### src/sv/sse_pkg.sv
package sse_pkg;

    localparam int CAPACITY  = 64;
    localparam int KEY_WIDTH = 32;
    localparam int CNT_W     = $clog2(CAPACITY + 1);
    localparam int OP_W      = 4;
    localparam int STATUS_W  = 3;

    typedef enum logic [OP_W-1:0] {
        OP_INSERT   = 4'd0,
        OP_REMOVE   = 4'd1,
        OP_EXISTS   = 4'd2,
        OP_MIN      = 4'd3,
        OP_MAX      = 4'd4,
        OP_POP_MIN  = 4'd5,
        OP_POP_MAX  = 4'd6,
        OP_PRED     = 4'd7,
        OP_POP_PRED = 4'd8,
        OP_SUCC     = 4'd9,
        OP_POP_SUCC = 4'd10,
        OP_CLEAR    = 4'd11
    } op_t;

    typedef enum logic [STATUS_W-1:0] {
        ST_OK    = 3'd0,
        ST_DUP   = 3'd1,
        ST_NONE  = 3'd2,
        ST_EMPTY = 3'd3,
        ST_FULL  = 3'd4
    } status_t;

    // Which cells pull their key from the right-hand neighbor on a removal
    typedef enum logic [1:0] {
        RM_ALL,
        RM_FROM_LT,
        RM_FROM_LE,
        RM_FROM_PRED
    } rm_mode_t;

    typedef enum logic [1:0] {
        S_IDLE,
        S_CMP,
        S_APPLY
    } state_t;

    typedef struct packed {
        logic     cmp;
        logic     ins;
        logic     rm;
        rm_mode_t mode;
    } cell_ctl_t;

endpackage

### src/sv/sse_cell.sv
module sse_cell (
    input  logic                           clk,
    input  sse_pkg::cell_ctl_t             ctl,
    input  logic                           occ,
    input  logic [sse_pkg::KEY_WIDTH-1:0]  key_bcast,
    input  logic [sse_pkg::KEY_WIDTH-1:0]  left_key,
    input  logic [sse_pkg::KEY_WIDTH-1:0]  right_key,
    input  logic                           left_lt,
    input  logic                           right_lt,
    output logic [sse_pkg::KEY_WIDTH-1:0]  key_q,
    output logic                           lt_q,
    output logic                           le_q
);
    import sse_pkg::*;

    logic [KEY_WIDTH-1:0] key_reg;
    logic [KEY_WIDTH-1:0] key_next;
    logic                 lt_reg;
    logic                 lt_next;
    logic                 le_reg;
    logic                 le_next;
    logic                 rm_here;

    always_comb
    begin
        case (ctl.mode)
            RM_ALL:       rm_here = 1'b1;
            RM_FROM_LT:   rm_here = !lt_reg;
            RM_FROM_LE:   rm_here = !le_reg;
            RM_FROM_PRED: rm_here = !right_lt;
            default:      rm_here = 1'b0;
        endcase
    end

    always_comb
    begin
        key_next = key_reg;
        lt_next  = lt_reg;
        le_next  = le_reg;
        if (ctl.cmp)
        begin
            lt_next = occ && (key_reg < key_bcast);
            le_next = occ && (key_reg <= key_bcast);
        end
        // insert: the first cell not below the key takes it, the rest move right
        if (ctl.ins && !lt_reg)
        begin
            key_next = left_lt ? key_bcast : left_key;
        end
        // remove: close the gap from the right
        if (ctl.rm && rm_here)
        begin
            key_next = right_key;
        end
    end

    always_ff @(posedge clk)
    begin
        key_reg <= key_next;
        lt_reg  <= lt_next;
        le_reg  <= le_next;
    end

    assign key_q = key_reg;
    assign lt_q  = lt_reg;
    assign le_q  = le_reg;

endmodule

### config.mk
export PLATFORM = sky130hd
export DESIGN_NAME = sse_cell
export DESIGN_NICKNAME = d
export VERILOG_FILES = /design/src/sv/sse_pkg.sv /design/src/sv/sse_cell.sv
export SDC_FILE = /design/constraint.sdc
export NUM_CORES = 1
export LEC_CHECK = 0
export BUFFER_PORTS_ARGS = -buffer_cell sky130_fd_sc_hd__buf_2
export CAP_MARGIN = 30
export CORE_UTILIZATION = 46
export CTS_BUF_LIST = sky130_fd_sc_hd__clkbuf_8
export DETAILED_ROUTE_END_ITERATION = 16
export PLACE_DENSITY = 0.83
export SYNTH_ARGS = -nofsm -noshare
export SYNTH_HDL_FRONTEND = slang
export SYNTH_SLANG_ARGS = --single-unit
### constraint.sdc
create_clock -name clk -period 4.1 [get_ports clk]
set_input_delay 0.205 -clock clk [delete_from_list [all_inputs] [get_ports clk]]
set_output_delay 0.205 -clock clk [all_outputs]
set_load 0.02 [all_outputs]
==> flow_summary.toml, run 1 <==
[floorplanning]
dieWidth_um = 76.38
die_area_um2 = 5834
initial_core_util_pct = 48.89
core_area_um2 = 5205
die_y_um = 76.38
rows = 26
ios = 139

[synth]
avgSynthCellArea_um2 = 9.677
ys_seq_area_share_pct = 40.12
synthArstFlopShare_pct = 0
synth.net_count = 400
netlist_area_um2 = 2545
synth_edf_count = 34
ys.flop_type = "edfxtp_1"
ys_ff_latch = 34
netlist_instances = 263
yosysUniqueCellTypes = 30
ys.warnings.count = 0

[timing]
tns_ps = 0
rsz0062_at_grt = "no"
slew_headroom_pct = 34.63
finalCriticalPeriod_ps = 2221
fmax_ghz = 0.4502
period_share_pct = 54.17
report.final.setup_viol = 0
fin_skew_ps = 5.440
worst_slew_pin_slew_ps = 980.6
drv_slew = 0
hold_violations = 0

[setup_path]
crit_chain = "mux2i_1 -> a21o_1 -> nand2_2 -> buf_16 -> o21ai_4 -> buf_16"
cp_max_fo = 33
max_stage_delay_ps = 450
crit_family = "buffers and inverters"
end_kind = "flop"
cp_slowest_cell = "edfxtp_1"
path_depth = 6
critical_path_class = "reg -> reg"
critPathRequiredTime_ps = 4090
reg2reg_depth = 6
cp-start-kind = "flop"
crit_top_cell = "buf_16"
ff2ff_setup_slack_ps = 1880
arrival_ps = 2210
critPathBufInv = 2

[global_routing]
grt_use_total_pct = 22.35
grt_pass1_vias = 2436
top_usage_layer = "met2"
grtUsageMet1_pct = 25.29
antenna_found_initial = 0
grt_use_met2_pct = 42.97
grt_max_degree = 34
grt.overflow.total = 0
grt_use_met3_pct = 3.952
grt_pass1_wl_mm = 10.41

[finish]
diodes = 0
final_util_pct = 65.63
fill_cells = 440
syn_to_final_growth_pct = 34.22
final_cells = 470
layout.nets = 536
drive_above_1_share_pct = 38.00

[run]
maxCapViolCount = 0

[routing]
drc = 0
postRouteAntennaNets = 0
avgRoutedWirePerCell_um = 13.56
avgViaCountPerCell = 5.057
drtIter0Drc = 60
firstDrtPassIters = 4
vias = 2377
finalWirelength_mm = 6.372

[pwr]
power_density_nw_per_um2 = 305.4
total_power_mw = 1.043
power.leakage_nw = 1.793
irDropWorstVdd_mv = 0.1919

[hold_path]
hold_class = "in -> reg"
whs_path_depth = 1

[clock_network]
cts.repair.resized = 0
clk_path_buf_depth = 2
htreeDepth = 2
root_buffer = "clkbuf_8"
cts_tree = "done"
hold_buffers = 0
clock-sinks = 34
post_cts_buffers = 0
insertion_delay_ps = 280
cts_inserted_buffers = 5
clkSlewWorstSetupHoldPaths_ps = 70

[placed_design]
dp_hpwl_mm = 5.113
placedCellCount = 461
gp_congestion = 0.7416
port_buffers = 138

[run_status]
status = "completed"
final timing paths:
kind                   from                  end
max reg2reg  lt_q$_DFFE_PP_  key_q[31]$_DFFE_PP_
max          lt_q$_DFFE_PP_  key_q[31]$_DFFE_PP_
min reg2reg  lt_q$_DFFE_PP_  key_q[18]$_DFFE_PP_
min                  ctl[4]       le_q$_DFFE_PP_
state kept, by name, indices dropped and copies added (netlist names):
signal,cells
le_q,1
lt_q,1
key_q,32
cells in the mapped netlist, types with 2 or more instances:
master | count | area share [%]
a21o_1 | 3 | 0.88
a21oi_1 | 43 | 8.5
buf_2 | 7 | 1.4
buf_4 | 2 | 0.59
clkbuf_1 | 2 | 0.30
edfxtp_1 | 34 | 40
ha_1 | 32 | 16
inv_1 | 33 | 4.9
mux2i_1 | 33 | 13
nand2_1 | 8 | 1.2
nand3_1 | 5 | 0.98
nand4_1 | 5 | 1.2
nor2_1 | 37 | 5.5
nor4_1 | 2 | 0.49
o21ai_0 | 2 | 0.39
metrics by stage:
| step | worst slack, ps | hold slack [ps] | area [µm²] |
|---|---|---|---|
| after floorplan | 797.8 | 317.5 | 2545 |
| after CTS | 1847 | 144.5 | 3388 |
| final | 1879 | 151.7 | 3416 |
| after global placement | 1692 | 434.8 | 3279 |
| after detailed placement | 1858 | 437.5 | 3307 |
| after global routing | 1735 | 143.7 | 3416 |
layer usage:
layer / up-vias / wire length (µm)
li1: 1219 / -
met1: 1061 / 2668
met2: 93 / 3333
met3: 4 / 330
met4: 0 / 41
met5: - / 0
placed cells by master, fill, tap and decap left out, types with 2 or more instances in the layout:
cell / Yosys / layout
mux2i_1: 33 / 33
nand3_1: 5 / 5
ha_1: 32 / 32
buf_16: 0 / 2
nand4_1: 5 / 5
clkbuf_8: 0 / 5
a21oi_1: 43 / 43
inv_1: 33 / 34
nor2_1: 37 / 37
edfxtp_1: 34 / 34
nand2_1: 8 / 7
buf_2: 7 / 138
nor4_1: 2 / 2
a21o_1: 3 / 3
power by group:
group | switching [mW] | internal [mW] | total (mW)
Clock | 0.115 | 0.114 | 0.230
Combinational | 0.203 | 0.152 | 0.355
Sequential | 0.0211 | 0.438 | 0.459
logic make-up (layout without fill, tap and decap cells):
| group | after synthesis | in the layout | synth area share [%] |
|---|---|---|---|
| adders and majority gates | 32 | 32 | 15.73 |
| AOI/OAI and AO/OA | 59 | 59 | 13.42 |
| buffers and inverters | 44 | 181 | 7.129 |
| muxes | 33 | 33 | 12.98 |
| DFF | 34 | 34 | 40.12 |
| and+or+nand+nor | 61 | 61 | 10.62 |
area by class of cell:
class | count | area [µm²] | area share [%]
multi-input combinational | 185 | 1356 | 39.71
sequential | 34 | 1021 | 29.89
timing repair buffer | 140 | 745.7 | 21.83
inverter | 33 | 123.9 | 3.626
tap | 70 | 87.58 | 2.564
clock buffer | 5 | 68.82 | 2.015
clock inverter | 3 | 12.51 | 0.3663
(Power assumes the default switching activity.)
==> run 2, diff against run 1 <==
--- a/config.mk
+++ b/config.mk
@@ -7,10 +7,10 @@
 export LEC_CHECK = 0
 export BUFFER_PORTS_ARGS = -buffer_cell sky130_fd_sc_hd__buf_2
 export CAP_MARGIN = 30
-export CORE_UTILIZATION = 46
+export CORE_UTILIZATION = 42
 export CTS_BUF_LIST = sky130_fd_sc_hd__clkbuf_8
 export DETAILED_ROUTE_END_ITERATION = 16
-export PLACE_DENSITY = 0.83
+export PLACE_DENSITY = 0.8
 export SYNTH_ARGS = -nofsm -noshare
 export SYNTH_HDL_FRONTEND = slang
 export SYNTH_SLANG_ARGS = --single-unit
==> constraint.sdc (replaced) <==
create_clock -name clk -period 1.9 [get_ports clk]
set_input_delay 0.095 -clock clk [delete_from_list [all_inputs] [get_ports clk]]
set_output_delay 0.095 -clock clk [all_outputs]
set_load 0.02 [all_outputs]
==> flow_summary.toml, run 2 (synthesis gave the netlist of run 1 again) <==
[run_status]
status = "completed"

[routing]
drc = 0
avgRoutedWirePerCell_um = 13.53
firstDrtPassIters = 6
avgViaCountPerCell = 5.040
postRouteAntennaNets = 0
finalWirelength_mm = 6.468
vias = 2409
drtIter0Drc = 60

[hold_path]
min-delay-start = "ctl[4]"
hold_class = "in -> reg"

[timing]
hold_violations = 0
worst_slew_pin_slew_ps = 545.5
report.final.setup_viol = 0
finalCriticalPeriod_ps = 1890
fmax_ghz = 0.5291
fin_skew_ps = 11.72
period_share_pct = 99.48
rsz0062_at_grt = "yes"
slew_headroom_pct = 63.49
drv_slew = 0
setup_ws_ps = 9.881
tns_ps = 0

[setup_path]
end_kind = "flop"
crit_chain = "ha_4 -> nand4_1 -> or4_1 -> o211ai_1 -> o21ai_2"
critical_path_class = "reg -> reg"
arrival_ps = 1920
cp-start-kind = "flop"
crit_start = "key_q[27]$_DFFE_PP_"
cp_max_fo = 3
rr_startpoint = "key_q[27]$_DFFE_PP_"
cp_slowest_cell = "or4_1"
max_stage_delay_ps = 530
critPathRequiredTime_ps = 1930

[finish]
diodes = 0
syn_to_final_growth_pct = 40.90
final_cells = 478
drive_above_1_share_pct = 41.87
layout.nets = 542
largest_reg_flops = 32
fill_cells = 492
stdcell_area_um2 = 3586
final_cell_mix = "buf_2, a21oi_1, nor2_1, inv_1, edfxtp_1"
layout_commonest_cell = "buf_2"
final_util_pct = 63.18

[global_routing]
grt_pass1_vias = 2326
grt_max_degree = 35
grt_use_total_pct = 21.24
antenna_found_initial = 0
grt.overflow.total = 0
grt_pass1_wl_mm = 10.34

[clock_network]
htreeDepth = 2
cts_tree = "done"
clock-sinks = 34
insertion_delay_ps = 290
hold_buffers = 0
root_buffer = "clkbuf_8"
cts_inserted_buffers = 5
clkSlewWorstSetupHoldPaths_ps = 70
clk_path_buf_depth = 2

[placed_design]
gp_congestion = 0.7910
place_area_um2 = 3417
port_buffers = 138
place_ws_ps = -21.37
dp_hpwl_mm = 5.289
placedCellCount = 467

[pwr]
irDropWorstVdd_mv = 0.3916
power_density_nw_per_um2 = 651.1
power.leakage_nw = 1.823

[run]
maxCapViolCount = 0

[floorplanning]
dieWidth_um = 79.84
die_area_um2 = 6374
die_y_um = 79.84
ios = 139
initial_core_util_pct = 44.84
core_area_um2 = 5675
rows = 27
run 2: area by class of cell:
cell class                      instances  area (µm²)  share of cell area [%]
Tap cell                               72       90.09                   2.512
Clock inverter                          3       17.52                  0.4885
Timing Repair Buffer                  146       783.3                   21.84
Sequential cell                        34        1021                   28.47
Clock buffer                            5       68.82                   1.919
Multi-Input combinational cell        185        1481                   41.31
Inverter                               33       123.9                   3.454
run 2: path summary, 6_finish.rpt:
path | endpoint | slack [ps] | cells past startpoint
max reg2reg | le_q$_DFFE_PP_ | 10 | 5
min | lt_q$_DFFE_PP_ | 30 | 1
min reg2reg | key_q[31]$_DFFE_PP_ | 860 | 1
max | le_q$_DFFE_PP_ | 10 | 5
run 2: layer usage:
layer	GRT usage [%]	wire length (µm)	up-vias
li1	-	-	1226
met1	22.56	2640	1075
met2	40.68	3301	103
met3	5.714	470	5
met4	5.714	55	0
met5	0	0	-
run 2: worst max-delay path, delay by kind of cell, from the launching register on:
kind | cells | cell delay, ps
AND/OR/NAND/NOR | 2 | 680
flip-flops | 1 | 430
adder cells (fa/ha/maj) | 1 | 300
AO/OA/AOI/OAI | 2 | 220
run 2: through the flow:
stage	total power [mW]	hold slack (ps)
CTS	2.341	17.87
global route	2.489	16.05
finish	2.335	26.11
global placement	1.759	311.5
detailed placement	1.802	324.1
floorplan	1.491	207.5
run 2: what timing repair did:
item / 4_1_cts / 5_1_grt
pin swaps: 6 / 8
buffers inserted: 2 / 1
resized for setup: 2 / 5
endpoints found under the setup margin: 2 / 2
run 2: power by group:
part / total, mW / internal, mW / leakage [nW] / switching [mW]
clock network: 0.521 / 0.253 / 0.0493 / 0.268
registers: 0.997 / 0.945 / 0.329 / 0.0521
logic: 0.817 / 0.362 / 1.44 / 0.454
==> run 3, diff against run 2 <==
==> config.mk (replaced) <==
export PLATFORM = sky130hd
export DESIGN_NAME = sse_cell
export DESIGN_NICKNAME = d
export VERILOG_FILES = /design/src/sv/sse_pkg.sv /design/src/sv/sse_cell.sv
export SDC_FILE = /design/constraint.sdc
export NUM_CORES = 1
export LEC_CHECK = 0
export CAP_MARGIN = 30
export CORE_MARGIN = 10
export CORE_UTILIZATION = 50
export CTS_BUF_LIST = sky130_fd_sc_hd__clkbuf_8
export DETAILED_ROUTE_END_ITERATION = 16
export DONT_BUFFER_PORTS = 1
export PLACE_DENSITY = 0.69
export SYNTH_ARGS = -nofsm -noshare
export SYNTH_HDL_FRONTEND = slang
export SYNTH_SLANG_ARGS = --single-unit
export TNS_END_PERCENT = 100
==> flow_summary.toml, run 3 (synthesis gave the netlist of run 1 again) <==
[run_status]
status = "finished, violations left"
violations = "negative setup slack"

[global_routing]
grt_pass1_vias = 2271
grt_max_degree = 46
grt_use_total_pct = 16.27
grt_pass1_wl_mm = 11.18
grt.overflow.total = 0
antenna_found_initial = 0

[timing]
hold_violations = 0
fin_skew_ps = 2.489
worst_slew_pin_slew_ps = 420.1
period_share_pct = 100.7
rsz0062_at_grt = "yes"
drv_slew = 0
report.final.setup_viol = 2
finalCriticalPeriod_ps = 1913
setup_ws_ps = -13.23
fmax_ghz = 0.5227
slew_headroom_pct = 71.89

[clock_network]
clk_path_buf_depth = 2
clkSlewWorstSetupHoldPaths_ps = 70
cts_tree = "done"
root_buffer = "clkbuf_8"
insertion_delay_ps = 280
cts_inserted_buffers = 5
clock-sinks = 34
htreeDepth = 2

[routing]
drtIter0Drc = 126
finalWirelength_mm = 6.983
vias = 2018
avgViaCountPerCell = 5.484
avgRoutedWirePerCell_um = 18.98
firstDrtPassIters = 4
drc = 0
postRouteAntennaNets = 0

[setup_path]
critPathRequiredTime_ps = 1930
crit_chain = "ha_4 -> nand4_1 -> or4_1 -> o211ai_1 -> nor2_1"
end_kind = "flop"
cp_slowest_cell = "or4_1"
cp-start-kind = "flop"
cp_max_fo = 3
max_stage_delay_ps = 550
critical_path_class = "reg -> reg"
arrival_ps = 1940

[finish]
largest_reg_flops = 32
layout_commonest_cell = "a21oi_1"
diodes = 0
layout.nets = 438
stdcell_area_um2 = 3119
drive_above_1_share_pct = 19.93
fill_cells = 438
final_util_pct = 64.75
syn_to_final_growth_pct = 22.57
final_cell_mix = "a21oi_1, buf_4, nor2_1, inv_1, edfxtp_1"

[pwr]
p_comb_share_pct = 32.6
power_density_nw_per_um2 = 712.5
swShare_pct = 31.61
power.leakage_nw = 1.440
power_frac_clock_pct = 22.3
switching_power_mw = 0.7027
irDropWorstVdd_mv = 0.4631
seq_power_share_pct = 45.1
internal-power_mw = 1.520

[floorplanning]
rows = 25
core_area_um2 = 4817
die_y_um = 91.35
dieWidth_um = 91.35
initial_core_util_pct = 52.83
ios = 139
die_area_um2 = 8344

[placed_design]
dp_hpwl_mm = 5.820
port_buffers = 0
place_area_um2 = 2988
place_ws_ps = -17.23
gp_congestion = 0.7687

[run]
maxCapViolCount = 0

[hold_path]
hold_class = "in -> reg"
[run 3: cell types whose count changed in the layout (fill, tap and decap cells not counted), sizes merged]
| cell | change |
|---|---|
| buf | -105 |
| clkinv | -2 |
| dlygate4sd3 | +1 |
| inv | +1 |
[run 3: final timing paths]
check                      startpoint                   to  slack [ps]  cells after the start
setup / recovery  key_q[25]$_DFFE_PP_       lt_q$_DFFE_PP_         -10                      5
hold reg to reg    key_q[1]$_DFFE_PP_       le_q$_DFFE_PP_         920                      5
hold / removal          right_key[10]  key_q[10]$_DFFE_PP_          50                      2
setup reg to reg  key_q[25]$_DFFE_PP_       lt_q$_DFFE_PP_         -10                      5
[run 3: what timing repair did]
item	in CTS	in global routing
buffers inserted	0	1
gates resized for setup	1	2
gates cloned	0	0
endpoints found under the setup margin	2	2
endpoints found under the hold margin	2	0
hold buffers	1	0
pin swaps	2	5
[run 3: critical path: cells and delay by family, from the launching register on]
family / cells / cell delay [ps]
flip-flops: 1 / 430
adder cells (fa/ha/maj): 1 / 290
AO/OA/AOI/OAI: 1 / 160
AND/OR/NAND/NOR: 3 / 770
[run 3: power by group through the flow]
stage	sequential [mW]	combinational, mW	clock [mW]
after floorplan	1.11	0.379	0
after global placement	1.01	0.702	0
after detailed placement	1.02	0.718	0
after CTS	1.00	0.729	0.514
after global routing	1.02	0.808	0.542
final	1.00	0.725	0.495
[run 3: cell type report]
cell class	count	area [µm²]	area share, %
clock buffers	5	68.82	2.206
repair buffers	42	355.3	11.39
multi-input cells	185	1459	46.77
well taps	67	83.83	2.688
inverters	33	123.9	3.971
flip-flops and latches	34	1021	32.73
clock inverters	2	7.507	0.2407
[run 3: routing by layer]
metal  up-vias  track usage [%]  part of all wire (%)
met5         -                0                     0
met4         0            3.133                  0.40
met3         2            7.243                   9.5
met2        82            29.18                    51
met1       913            17.31                    39
li1       1021                -                     -
[run 3: per-stage QoR]
stage	setup TNS (ps)	hold slack [ps]	power (mW)	std cells
2_1_floorplan	-24.89	207.5	1.491	263
5_1_grt	-166.9	44.55	2.366	368
4_1_cts	-26.40	39.58	2.245	367
3_3_place_gp	0	208.0	1.711	359
3_5_place_dp	-21.12	208.2	1.734	359
6_report	-20.20	47.78	2.223	368
